File: config.mk
export PLATFORM = sky130hd
export DESIGN_NAME = csv_field_splitter
export DESIGN_NICKNAME = d
export VERILOG_FILES = /design/src/design/cfs_pkg.sv /design/src/design/cfs_dpath.sv /design/src/design/cfs_ctrl.sv /design/src/design/csv_field_splitter.sv
export SDC_FILE = /design/constraint.sdc
export NUM_CORES = 1
export LEC_CHECK = 0
export ABC_AREA = 1
export BUFFER_PORTS_ARGS = -buffer_cell sky130_fd_sc_hd__buf_2
export CAP_MARGIN = 20
export CORE_AREA = 2 2 249 251
export DETAILED_ROUTE_END_ITERATION = 16
export DIE_AREA = 0 0 251 253
export PLACE_DENSITY = 0.7
export SETUP_SLACK_MARGIN = 0.1
export SLEW_MARGIN = 20
export SYNTH_ARGS = -nofsm -noshare
export SYNTH_HDL_FRONTEND = slang
export SYNTH_SLANG_ARGS = --single-unit
File: constraint.sdc
create_clock -name i_clk -period 9.2 [get_ports i_clk]
set_input_delay 0.92 -clock i_clk [delete_from_list [all_inputs] [get_ports i_clk]]
set_output_delay 0.92 -clock i_clk [all_outputs]
set_load 0.05 [all_outputs]
File: src/design/cfs_pkg.sv
package cfs_pkg;

    // Depth of the trailing whitespace buffer.
    localparam int SPACE_DEPTH = 32;
    localparam int SP_AW = (SPACE_DEPTH > 1) ? $clog2(SPACE_DEPTH) : 1;
    localparam int SP_CW = $clog2(SPACE_DEPTH + 1);
    localparam int SP_SW = SP_CW + 1;

    localparam int CH_W   = 16;
    localparam int APB_AW = 5;
    localparam int APB_DW = 32;

    typedef logic [CH_W-1:0] t_char;

    // Result kinds.
    localparam logic [1:0] KIND_CHAR  = 2'd0;
    localparam logic [1:0] KIND_FIELD = 2'd1;
    localparam logic [1:0] KIND_ROW   = 2'd2;

    // Register indexes on the configuration port.
    localparam logic [2:0] REG_DELIMITER = 3'd0;
    localparam logic [2:0] REG_QUOTE     = 3'd1;
    localparam logic [2:0] REG_ROW_TERM  = 3'd2;
    localparam logic [2:0] REG_ALT_FIRST = 3'd3;
    localparam logic [2:0] REG_ALT_SEC   = 3'd4;
    localparam logic [2:0] REG_ALT_EN    = 3'd5;
    localparam logic [2:0] REG_TRIM      = 3'd6;

    // What one character does when it is processed.
    typedef enum logic [1:0] {
        ACT_TOGGLE,
        ACT_APPEND,
        ACT_END_FIELD,
        ACT_END_ROW
    } t_act;

    typedef struct packed {
        logic       load_in;
        logic       la_load;
        logic       la_clear;
        logic       proc;
        logic       set_content;
        logic       emit_quote;
        logic       emit_buf;
        logic       push_ws;
        logic       char_op;
        logic       end_mark;
        logic [1:0] end_kind;
        logic       clear_stream;
        logic       close;
        logic       virt_next;
    } t_cmd;

    typedef struct packed {
        logic disabled;
        logic la_valid;
        logic last;
        t_act act;
        logic consumed;
        logic trim_ws;
        logic nonspace;
        logic held;
        logic hold_char;
        logic count_zero;
        logic count_one;
        logic count_full;
        logic can_emit;
        logic pend_valid;
        logic fend_needed;
    } t_sts;

    function automatic logic is_ws(input t_char c);
        is_ws = (c >= 16'd9 && c <= 16'd13) || c == 16'd32 || c == 16'h0085 ||
                c == 16'h00A0 || c == 16'h1680 ||
                (c >= 16'h2000 && c <= 16'h200A) || c == 16'h2028 ||
                c == 16'h2029 || c == 16'h202F || c == 16'h205F || c == 16'h3000;
    endfunction

endpackage

File: src/design/cfs_dpath.sv
module cfs_dpath import cfs_pkg::*; (
    input  logic              i_clk,
    input  logic              i_rst_n,
    input  t_cmd              i_cmd,
    output t_sts              o_sts,
    input  logic [CH_W-1:0]   i_ch,
    input  logic              i_last_in_source,
    input  logic              i_ready,
    output logic              o_valid,
    output logic [1:0]        o_kind,
    output logic [CH_W-1:0]   o_value_char,
    output logic              o_last_of_run,
    input  logic              psel,
    input  logic              penable,
    input  logic              pwrite,
    input  logic [APB_AW-1:0] paddr,
    input  logic [APB_DW-1:0] pwdata,
    output logic [APB_DW-1:0] prdata,
    output logic              pready
);

    t_char r_delim, r_quote, r_rowterm, r_alt1, r_alt2;
    logic  r_alt_en, r_trim;

    t_char r_cur;
    logic  r_last;
    t_char r_la;
    logic  r_la_valid, r_in_quotes, r_content, r_nonspace, r_held, r_last_delim;

    logic [SP_AW-1:0] r_head;
    logic [SP_CW-1:0] r_count;
    t_char            r_space_mem [SPACE_DEPTH];
    t_char            r_space_rd;

    logic       r_pend_valid;
    logic [1:0] r_pend_kind;
    t_char      r_pend_char;
    logic       r_out_valid, r_out_last;
    logic [1:0] r_out_kind;
    t_char      r_out_char;

    t_char            first, second;
    t_act             act;
    logic             consumed;
    logic             hold_char;
    logic [SP_SW-1:0] tail_sum;
    logic [SP_AW-1:0] tail;
    logic [SP_AW-1:0] n_head;
    logic             can_emit;
    logic             e_valid;
    logic [1:0]       e_kind;
    t_char            e_char;
    logic             move_out;
    logic             cfg_wr;
    logic [2:0]       cfg_idx;

    assign first  = r_la;
    assign second = i_cmd.virt_next ? '0 : r_cur;

    // Quote test first, then delimiter, then the two terminators.
    always_comb begin
        act      = ACT_APPEND;
        consumed = 1'b0;
        if (first == r_quote) begin
            if (second == r_quote) begin
                act      = ACT_APPEND;
                consumed = 1'b1;
            end else begin
                act = ACT_TOGGLE;
            end
        end else if (r_in_quotes) begin
            act = ACT_APPEND;
        end else if (first == r_delim) begin
            act = ACT_END_FIELD;
        end else if (r_rowterm != '0 && first == r_rowterm) begin
            act = ACT_END_ROW;
        end else if (r_alt_en && first == r_alt1 && second == r_alt2) begin
            act      = ACT_END_ROW;
            consumed = 1'b1;
        end
    end

    assign hold_char = !r_nonspace && (first == r_quote);

    // The whitespace buffer is a ring; the tail lies count entries past the head.
    always_comb begin
        tail_sum = SP_SW'(r_head) + SP_SW'(r_count);
        if (tail_sum >= SP_SW'(SPACE_DEPTH)) begin
            tail_sum = tail_sum - SP_SW'(SPACE_DEPTH);
        end
        tail = tail_sum[SP_AW-1:0];
    end

    assign n_head = (r_head == SP_AW'(SPACE_DEPTH - 1)) ? '0 : r_head + 1'b1;

    assign can_emit = !r_pend_valid || !r_out_valid || i_ready;

    assign e_valid = i_cmd.emit_quote || i_cmd.emit_buf || i_cmd.end_mark ||
                     (i_cmd.char_op && !hold_char);
    assign e_kind  = i_cmd.end_mark ? i_cmd.end_kind : KIND_CHAR;

    always_comb begin
        if (i_cmd.emit_quote) begin
            e_char = r_quote;
        end else if (i_cmd.emit_buf) begin
            e_char = r_space_rd;
        end else if (i_cmd.end_mark) begin
            e_char = '0;
        end else begin
            e_char = first;
        end
    end

    always_comb begin
        o_sts             = '0;
        o_sts.disabled    = (r_delim == '0) || (r_rowterm == '0 && !r_alt_en);
        o_sts.la_valid    = r_la_valid;
        o_sts.last        = r_last;
        o_sts.act         = act;
        o_sts.consumed    = consumed;
        o_sts.trim_ws     = r_trim && is_ws(first);
        o_sts.nonspace    = r_nonspace;
        o_sts.held        = r_held;
        o_sts.hold_char   = hold_char;
        o_sts.count_zero  = (r_count == '0);
        o_sts.count_one   = (r_count == SP_CW'(1));
        o_sts.count_full  = (r_count == SP_CW'(SPACE_DEPTH));
        o_sts.can_emit    = can_emit;
        o_sts.pend_valid  = r_pend_valid;
        o_sts.fend_needed = r_content || r_in_quotes || r_last_delim;
    end

    always_ff @(posedge i_clk) begin
        if (i_cmd.load_in) begin
            r_cur  <= i_ch;
            r_last <= i_last_in_source;
        end
    end

    always_ff @(posedge i_clk) begin
        if (!i_rst_n) begin
            r_la         <= '0;
            r_la_valid   <= 1'b0;
            r_in_quotes  <= 1'b0;
            r_content    <= 1'b0;
            r_nonspace   <= 1'b0;
            r_held       <= 1'b0;
            r_last_delim <= 1'b0;
            r_head       <= '0;
            r_count      <= '0;
        end else begin
            if (i_cmd.la_load) begin
                r_la       <= r_cur;
                r_la_valid <= 1'b1;
            end
            if (i_cmd.la_clear) begin
                r_la_valid <= 1'b0;
            end
            if (i_cmd.proc) begin
                r_last_delim <= (first == r_delim);
                if (act == ACT_TOGGLE) begin
                    r_in_quotes <= !r_in_quotes;
                end
            end
            if (i_cmd.set_content) begin
                r_content <= 1'b1;
            end
            if (i_cmd.emit_quote) begin
                r_held <= 1'b0;
            end
            if (i_cmd.emit_buf) begin
                r_head  <= n_head;
                r_count <= r_count - 1'b1;
            end
            if (i_cmd.push_ws) begin
                r_count <= r_count + 1'b1;
            end
            if (i_cmd.char_op) begin
                if (hold_char) begin
                    r_held <= 1'b1;
                end
                r_nonspace <= 1'b1;
            end
            if (i_cmd.end_mark) begin
                r_count    <= '0;
                r_held     <= 1'b0;
                r_content  <= 1'b0;
                r_nonspace <= 1'b0;
            end
            if (i_cmd.clear_stream) begin
                r_la         <= '0;
                r_la_valid   <= 1'b0;
                r_in_quotes  <= 1'b0;
                r_content    <= 1'b0;
                r_nonspace   <= 1'b0;
                r_held       <= 1'b0;
                r_last_delim <= 1'b0;
                r_count      <= '0;
            end
        end
    end

    always_ff @(posedge i_clk) begin
        if (i_cmd.push_ws) begin
            r_space_mem[tail] <= first;
        end
        r_space_rd <= r_space_mem[r_head];
    end

    // Each new result waits in the pending stage, so the one before it can be
    // released with its end-of-run flag known.
    assign move_out = r_pend_valid && (e_valid || i_cmd.close);

    always_ff @(posedge i_clk) begin
        if (!i_rst_n) begin
            r_pend_valid <= 1'b0;
            r_out_valid  <= 1'b0;
        end else begin
            if (move_out) begin
                r_out_valid <= 1'b1;
                r_out_kind  <= r_pend_kind;
                r_out_char  <= r_pend_char;
                r_out_last  <= !e_valid;
            end else if (r_out_valid && i_ready) begin
                r_out_valid <= 1'b0;
            end
            if (e_valid) begin
                r_pend_valid <= 1'b1;
                r_pend_kind  <= e_kind;
                r_pend_char  <= e_char;
            end else if (i_cmd.close) begin
                r_pend_valid <= 1'b0;
            end
        end
    end

    assign o_valid       = r_out_valid;
    assign o_kind        = r_out_kind;
    assign o_value_char  = r_out_char;
    assign o_last_of_run = r_out_last;

    assign pready  = 1'b1;
    assign cfg_wr  = psel && penable && pwrite;
    assign cfg_idx = paddr[4:2];

    always_ff @(posedge i_clk) begin
        if (!i_rst_n) begin
            r_delim   <= 16'd44;
            r_quote   <= 16'd34;
            r_rowterm <= 16'd10;
            r_alt1    <= 16'd13;
            r_alt2    <= 16'd10;
            r_alt_en  <= 1'b1;
            r_trim    <= 1'b0;
        end else if (cfg_wr) begin
            case (cfg_idx)
                REG_DELIMITER: r_delim   <= pwdata[CH_W-1:0];
                REG_QUOTE:     r_quote   <= pwdata[CH_W-1:0];
                REG_ROW_TERM:  r_rowterm <= pwdata[CH_W-1:0];
                REG_ALT_FIRST: r_alt1    <= pwdata[CH_W-1:0];
                REG_ALT_SEC:   r_alt2    <= pwdata[CH_W-1:0];
                REG_ALT_EN:    r_alt_en  <= pwdata[0];
                REG_TRIM:      r_trim    <= pwdata[0];
                default: ;
            endcase
        end
    end

    always_comb begin
        case (cfg_idx)
            REG_DELIMITER: prdata = APB_DW'(r_delim);
            REG_QUOTE:     prdata = APB_DW'(r_quote);
            REG_ROW_TERM:  prdata = APB_DW'(r_rowterm);
            REG_ALT_FIRST: prdata = APB_DW'(r_alt1);
            REG_ALT_SEC:   prdata = APB_DW'(r_alt2);
            REG_ALT_EN:    prdata = APB_DW'(r_alt_en);
            REG_TRIM:      prdata = APB_DW'(r_trim);
            default:       prdata = '0;
        endcase
    end

    a_count_bound: assert property (@(posedge i_clk) disable iff (!i_rst_n)
        r_count <= SP_CW'(SPACE_DEPTH))
        else $error("whitespace count above buffer depth");

    a_held_nonspace: assert property (@(posedge i_clk) disable iff (!i_rst_n)
        r_held |-> r_nonspace)
        else $error("held quote without a value character");

    a_ws_nonspace: assert property (@(posedge i_clk) disable iff (!i_rst_n)
        (r_count != '0) |-> r_nonspace)
        else $error("trailing whitespace buffered before any value character");

endmodule

File: src/design/cfs_ctrl.sv
module cfs_ctrl import cfs_pkg::*; (
    input  logic i_clk,
    input  logic i_rst_n,
    input  logic i_valid,
    output logic o_ready,
    input  t_sts i_sts,
    output t_cmd o_cmd
);

    typedef enum logic [3:0] {
        S_IDLE,
        S_START,
        S_PROC,
        S_AP,
        S_REL,
        S_RD,
        S_EM,
        S_WR,
        S_CHAR,
        S_END,
        S_POST,
        S_LASTCHK,
        S_FEND,
        S_CLEAR,
        S_CLOSE
    } t_state;

    t_state r_state, n_state;
    logic   r_ovf, n_ovf;
    logic   r_final, n_final;
    logic   r_fend, n_fend;

    assign o_ready = (r_state == S_IDLE);

    always_comb begin
        n_state         = r_state;
        n_ovf           = r_ovf;
        n_final         = r_final;
        n_fend          = r_fend;
        o_cmd           = '0;
        o_cmd.virt_next = r_final;
        case (r_state)
            S_IDLE: begin
                if (i_valid) begin
                    o_cmd.load_in = 1'b1;
                    if (!i_sts.disabled) begin
                        n_state = S_START;
                    end
                end
            end
            S_START: begin
                n_final = 1'b0;
                if (!i_sts.la_valid) begin
                    o_cmd.la_load = 1'b1;
                    n_state       = S_LASTCHK;
                end else begin
                    n_state = S_PROC;
                end
            end
            S_PROC: begin
                o_cmd.proc = 1'b1;
                case (i_sts.act)
                    ACT_TOGGLE: n_state = S_POST;
                    ACT_APPEND: n_state = S_AP;
                    default:    n_state = S_END;
                endcase
            end
            S_AP: begin
                o_cmd.set_content = 1'b1;
                if (i_sts.trim_ws) begin
                    if (!i_sts.nonspace) begin
                        n_state = S_POST;
                    end else if (i_sts.count_full) begin
                        // Buffer overflow: the oldest space joins the value.
                        n_ovf   = 1'b1;
                        n_state = S_REL;
                    end else begin
                        n_state = S_WR;
                    end
                end else begin
                    n_ovf   = 1'b0;
                    n_state = S_REL;
                end
            end
            S_REL: begin
                if (!i_sts.held || i_sts.can_emit) begin
                    o_cmd.emit_quote = i_sts.held;
                    n_state = (r_ovf || !i_sts.count_zero) ? S_RD : S_CHAR;
                end
            end
            S_RD: begin
                n_state = S_EM;
            end
            S_EM: begin
                if (i_sts.can_emit) begin
                    o_cmd.emit_buf = 1'b1;
                    if (r_ovf) begin
                        n_state = S_WR;
                    end else begin
                        n_state = i_sts.count_one ? S_CHAR : S_RD;
                    end
                end
            end
            S_WR: begin
                o_cmd.push_ws = 1'b1;
                n_state       = S_POST;
            end
            S_CHAR: begin
                if (i_sts.hold_char || i_sts.can_emit) begin
                    o_cmd.char_op = 1'b1;
                    n_state       = S_POST;
                end
            end
            S_END: begin
                if (i_sts.can_emit) begin
                    o_cmd.end_mark = 1'b1;
                    if (r_fend || i_sts.act != ACT_END_FIELD) begin
                        o_cmd.end_kind = KIND_ROW;
                    end else begin
                        o_cmd.end_kind = KIND_FIELD;
                    end
                    n_state = r_fend ? S_CLEAR : S_POST;
                end
            end
            S_POST: begin
                if (r_final) begin
                    n_state = S_FEND;
                end else begin
                    if (i_sts.consumed) begin
                        o_cmd.la_clear = 1'b1;
                    end else begin
                        o_cmd.la_load = 1'b1;
                    end
                    n_state = S_LASTCHK;
                end
            end
            S_LASTCHK: begin
                if (!i_sts.last) begin
                    n_state = S_CLOSE;
                end else if (i_sts.la_valid) begin
                    // The held character is processed against a zero.
                    n_final = 1'b1;
                    n_state = S_PROC;
                end else begin
                    n_state = S_FEND;
                end
            end
            S_FEND: begin
                if (i_sts.fend_needed) begin
                    n_fend  = 1'b1;
                    n_state = S_END;
                end else begin
                    n_state = S_CLEAR;
                end
            end
            S_CLEAR: begin
                o_cmd.clear_stream = 1'b1;
                n_fend             = 1'b0;
                n_final            = 1'b0;
                n_state            = S_CLOSE;
            end
            S_CLOSE: begin
                if (i_sts.can_emit) begin
                    o_cmd.close = 1'b1;
                    n_state     = S_IDLE;
                end
            end
            default: begin
                n_state = S_IDLE;
            end
        endcase
    end

    always_ff @(posedge i_clk) begin
        if (!i_rst_n) begin
            r_state <= S_IDLE;
            r_ovf   <= 1'b0;
            r_final <= 1'b0;
            r_fend  <= 1'b0;
        end else begin
            r_state <= n_state;
            r_ovf   <= n_ovf;
            r_final <= n_final;
            r_fend  <= n_fend;
        end
    end

    a_idle_drained: assert property (@(posedge i_clk) disable iff (!i_rst_n)
        (r_state == S_IDLE) |-> !i_sts.pend_valid)
        else $error("pending result left behind at the end of a transfer");

    a_emit_room: assert property (@(posedge i_clk) disable iff (!i_rst_n)
        (o_cmd.emit_buf || o_cmd.end_mark || o_cmd.emit_quote || o_cmd.close)
        |-> i_sts.can_emit)
        else $error("result issued while the output stage is full");

endmodule

File: src/design/csv_field_splitter.sv
// Streaming splitter for delimited text with quoted fields.
// Input channel (i_valid / o_ready): one 16-bit character per transfer, with
// i_last_in_source marking the final character of a source. Output channel
// (o_valid / i_ready): value characters, end-of-field and end-of-row marks;
// o_last_of_run is set on the final result caused by an input transfer.
// The user must write registers over the APB port only while the block is
// idle; the block itself does not enforce this. One character is held back
// as lookahead, so a character's results appear when the next character
// arrives, or at the end of the source. After acceptance an input character
// keeps o_ready low while it is processed; every buffered trailing space that
// is released passes a read state and an emit state, since it is read from
// the whitespace memory with a registered read. The last character of a
// source also brings the processing of the held character and any final mark.
// Results pass through a pending stage and an output register, so a stalled
// receiver only holds the sequencer at its next result; o_ready is low from
// acceptance until all results of that character sit in those two stages.
// Reset restores the register defaults and empties lookahead, quote and
// field state; the whitespace memory is not cleared.
module csv_field_splitter import cfs_pkg::*; (
    input  logic              i_clk,
    input  logic              i_rst_n,
    input  logic              i_valid,
    output logic              o_ready,
    input  logic [CH_W-1:0]   i_ch,
    input  logic              i_last_in_source,
    output logic              o_valid,
    input  logic              i_ready,
    output logic [1:0]        o_kind,
    output logic [CH_W-1:0]   o_value_char,
    output logic              o_last_of_run,
    input  logic              psel,
    input  logic              penable,
    input  logic              pwrite,
    input  logic [APB_AW-1:0] paddr,
    input  logic [APB_DW-1:0] pwdata,
    output logic [APB_DW-1:0] prdata,
    output logic              pready
);

    t_cmd cmd;
    t_sts sts;

    cfs_ctrl u_ctrl (
        .i_clk   (i_clk),
        .i_rst_n (i_rst_n),
        .i_valid (i_valid),
        .o_ready (o_ready),
        .i_sts   (sts),
        .o_cmd   (cmd)
    );

    cfs_dpath u_dpath (
        .i_clk            (i_clk),
        .i_rst_n          (i_rst_n),
        .i_cmd            (cmd),
        .o_sts            (sts),
        .i_ch             (i_ch),
        .i_last_in_source (i_last_in_source),
        .i_ready          (i_ready),
        .o_valid          (o_valid),
        .o_kind           (o_kind),
        .o_value_char     (o_value_char),
        .o_last_of_run    (o_last_of_run),
        .psel             (psel),
        .penable          (penable),
        .pwrite           (pwrite),
        .paddr            (paddr),
        .pwdata           (pwdata),
        .prdata           (prdata),
        .pready           (pready)
    );

endmodule
==> impl_metrics.csv <==
group,metric,value,unit
sta,period_share,0.425,
job,cap_violations,0,
grt,grtUsageTotal,0.260,
sta,fin_hold_ws,0.416,ns
yosys,synth_top_cell_by_area,"edfxtp_1",
worst_setup_path,end_kind,"flop",
pwr,power_density,246,nW/um2
sta,fin_skew,0.0213,ns
drt,ant_nets,0,
clock_tree,cts-root-buf,"clkbuf_16",
yosys,synth-simple-area-share,0.144,
floorplan,ios,115,
clock_tree,post_cts_buffers,0,
worst_setup_path,max_stage_delay,0.77,ns
placed_design,hpwlAfterDp,51100,um
sta,fin_crit,3.91,ns
final_layout,layout.nets,2997,
drt,dr.pass1.iters,5,
yosys,syn_area_per_cell,10.5,um2
drt,via_per_inst,5.92,
drt,wl_per_cell,22.2,um
worst_setup_path,worstPathRequired,9.50,ns
clock_tree,htree_num_levels,3,
final_layout,syn2layout_area_growth,12.1,%
yosys,ys_ff_latch,706,
sta,setup_viol,0,
yosys,synth_cell_types,47,
pwr,ir_worst_vdd,0.000211,V
yosys,yosys_warnings,0,
yosys,synth.area.mux_share,0,
sta,max_slew_margin,0.297,
clock_tree,tritoncts,"built",
worst_setup_path,crit_path_top_delay_cell,"dfxtp_4",
grt,overflow,0,
final_layout,fillers,5120,
pwr,seq_power_share,0.472,
pwr,swShare,0.284,
worst_setup_path,path_cells,"buf_12 -> ha_1 -> fa_1 -> nand3_1 -> nand2_1 -> xor2_1 -> nand2_1 -> inv_1 -> nand2_1 -> nor2_1 -> buf_4",
floorplan,core_area,61000,um2
pwr,p_clk_frac,0.365,
clock_tree,clk_path_buf_depth,3,
clock_tree,numClockSinks,706,
grt,grt_pass1_vias,20800,
hold_path,hold_class,"flop to flop",
grt,grt_pass1_wl,125000,um
placed_design,place_congestion,0.940,
yosys,async_flop_share,0,
sta,slew_violations,0,
run_status,outcome,"finished clean",
pwr,p_int,5920,uW
yosys,synth_area,30000,um2
floorplan,die_x,251,um
final_layout,antenna_cells,0,
yosys,synth.area.top_cells,"edfxtp_1 (57%), dfxtp_1 (9.3%), o21ai_0 (6.0%)",
pwr,p_switching,2350,uW
yosys,synth_adder_area_share,0.00483,
worst_setup_path,cpMostUsedCell,"nand2_1",
worst_setup_path,crit_type,"flop to flop",
worst_setup_path,cp-start-kind,"flop",
sta,tightest_slew,1.05,ns
floorplan,die_area,63500,um2
final_layout,fin_util,0.552,
drt,wirelength,83800,um
yosys,synth_most_common_cell,"edfxtp_1",
clock_tree,insertion_delay,0.62,ns
grt,grt_antenna_before_repair,2,
clock_tree,cts.repair.resized,0,
sta,fin_ws,5.29,ns
clock_tree,cts.clk_slew.worst_paths,0.06,ns
sta,max_freq,256,MHz
clock_tree,hold_buffers,0,
drt,num_vias,22300,
drt,drtIter0Drc,2501,
clock_tree,numCtsBuffers,75,
pwr,p_comb_frac,0.163,
placed_design,port_buffers,79,
floorplan,placementRows,91,
worst_setup_path,cp_max_fo,202,
yosys,synth_top_family_by_area,"simple AND/OR/NAND/NOR gates",
floorplan,die_h,253,um
yosys,yosys.area.top_type_share,0.566,
grt,grt_max_degree,203,
sta,hold_viol,0,
yosys,synth_enable_flop_cells,566,
yosys,ys_top_cells_by_count,"edfxtp_1 (566), nor2_1 (465), nand2_1 (417), o21ai_0 (358), inv_1 (158)",
sta,rsz0062_at_grt,"false",
yosys,synthXorXnorAreaFrac,0.0102,
floorplan,initial_core_util,0.492,
final_layout,drive_gt1_frac,0.0986,
placed_design,pre_cts_slack,5.42,ns
worst_setup_path,cp.arrival,4.21,ns
drt,drc,0,
yosys,synth-main-ff-cell,"edfxtp_1",
sta,tns,0,ns
pwr,p_leak,0.0121,uW
yosys,ys_seq_area_frac,0.659,
yosys,synth_cells,2864,
yosys,synth_compound_area_frac,0.132,
## stage by stage
step	instance area [um2]	instances	power, uW
finish	33700	3773	8270
floorplan	30100	2879	4760
global placement	31200	3637	5250
detailed placement	31200	3637	5270
CTS	33600	3772	8250
global route	33700	3773	8530
## worst max-delay path: cells and delay by family (launching register included)
family | cells | cell delay [ns]
buffers and inverters | 3 | 0.95
xor gates and xnor gates | 1 | 0.29
DFF | 1 | 0.77
adders and majority gates | 2 | 0.60
and+or+nand+nor | 5 | 0.70
## cell families after synthesis
logic type               Yosys count
AND/OR/NAND/NOR                 1063
flip-flops                       706
AO/OA/AOI/OAI                    691
buffers and inverters            356
XOR/XNOR                          35
adder cells (fa/ha/maj)           11
other                              2
## power groups by stage
stage	clock, uW	sequential, uW	combinational [uW]
3_5_place_dp	0	3970	1310
4_1_cts	3040	3900	1310
6_report	3010	3900	1350
2_1_floorplan	0	4070	696
5_1_grt	3160	3910	1460
3_3_place_gp	0	3960	1280
## cell usage in the layout, fill, tap and decap left out, types with 32 or more instances in the layout
cell type  instances
edfxtp_1         566
nor2_1           463
nand2_1          417
o21ai_0          358
inv_1            156
dfxtp_1          137
nand3_1          107
a21oi_1          105
o22ai_1           93
buf_2             79
clkbuf_16         78
o221ai_1          69
buf_4             60
nand4_1           32
## layout make-up
class,instances,area (um2),share of cell area
multi-input combinational,1817,8830,0.262
inverter,184,697,0.0207
clock buffer,100,2080,0.0617
sequential,706,19800,0.588
timing repair buffer,141,893,0.0265
clock inverter,35,372,0.0110
tap,790,988,0.0294
## per-layer routing
layer	part of all wire	up-vias	GRT usage
li1	-	10200	-
met1	0.41	10900	0.355
met2	0.47	1011	0.417
met3	0.080	171	0.0426
met4	0.039	2	0.107
met5	0.00016	-	0
## state kept, by name (all words and copies together) (netlist names), 2 cells and up
signal / cells
u_dpath.r_count: 6
u_dpath.o_value_char: 16
u_dpath.r_quote: 16
u_dpath.r_delim: 16
u_dpath.r_pend_kind: 2
u_dpath.r_alt2: 16
u_dpath.r_pend_char: 16
u_dpath.r_cur: 16
u_dpath.o_kind: 2
u_dpath.r_rowterm: 16
u_dpath.r_head: 5
u_dpath.r_space_mem: 512
u_ctrl.r_state: 4
u_dpath.first: 16
u_dpath.r_space_rd: 16
u_dpath.r_alt1: 16
## worst paths after layout
kind                          start                    endpoint  slack (ns)  depth (start not counted)
min reg2reg  u_dpath.r_pend_char[1]     u_dpath.o_value_char[1]        0.42                          0
min          u_dpath.r_pend_char[1]     u_dpath.o_value_char[1]        0.42                          0
max reg2reg       u_dpath.r_head[0]  u_dpath.r_space_mem[11][8]        5.29                         11
max               u_dpath.r_head[0]  u_dpath.r_space_mem[11][8]        5.29                         11
No activity file was read; power rests on OpenSTA's default activity.
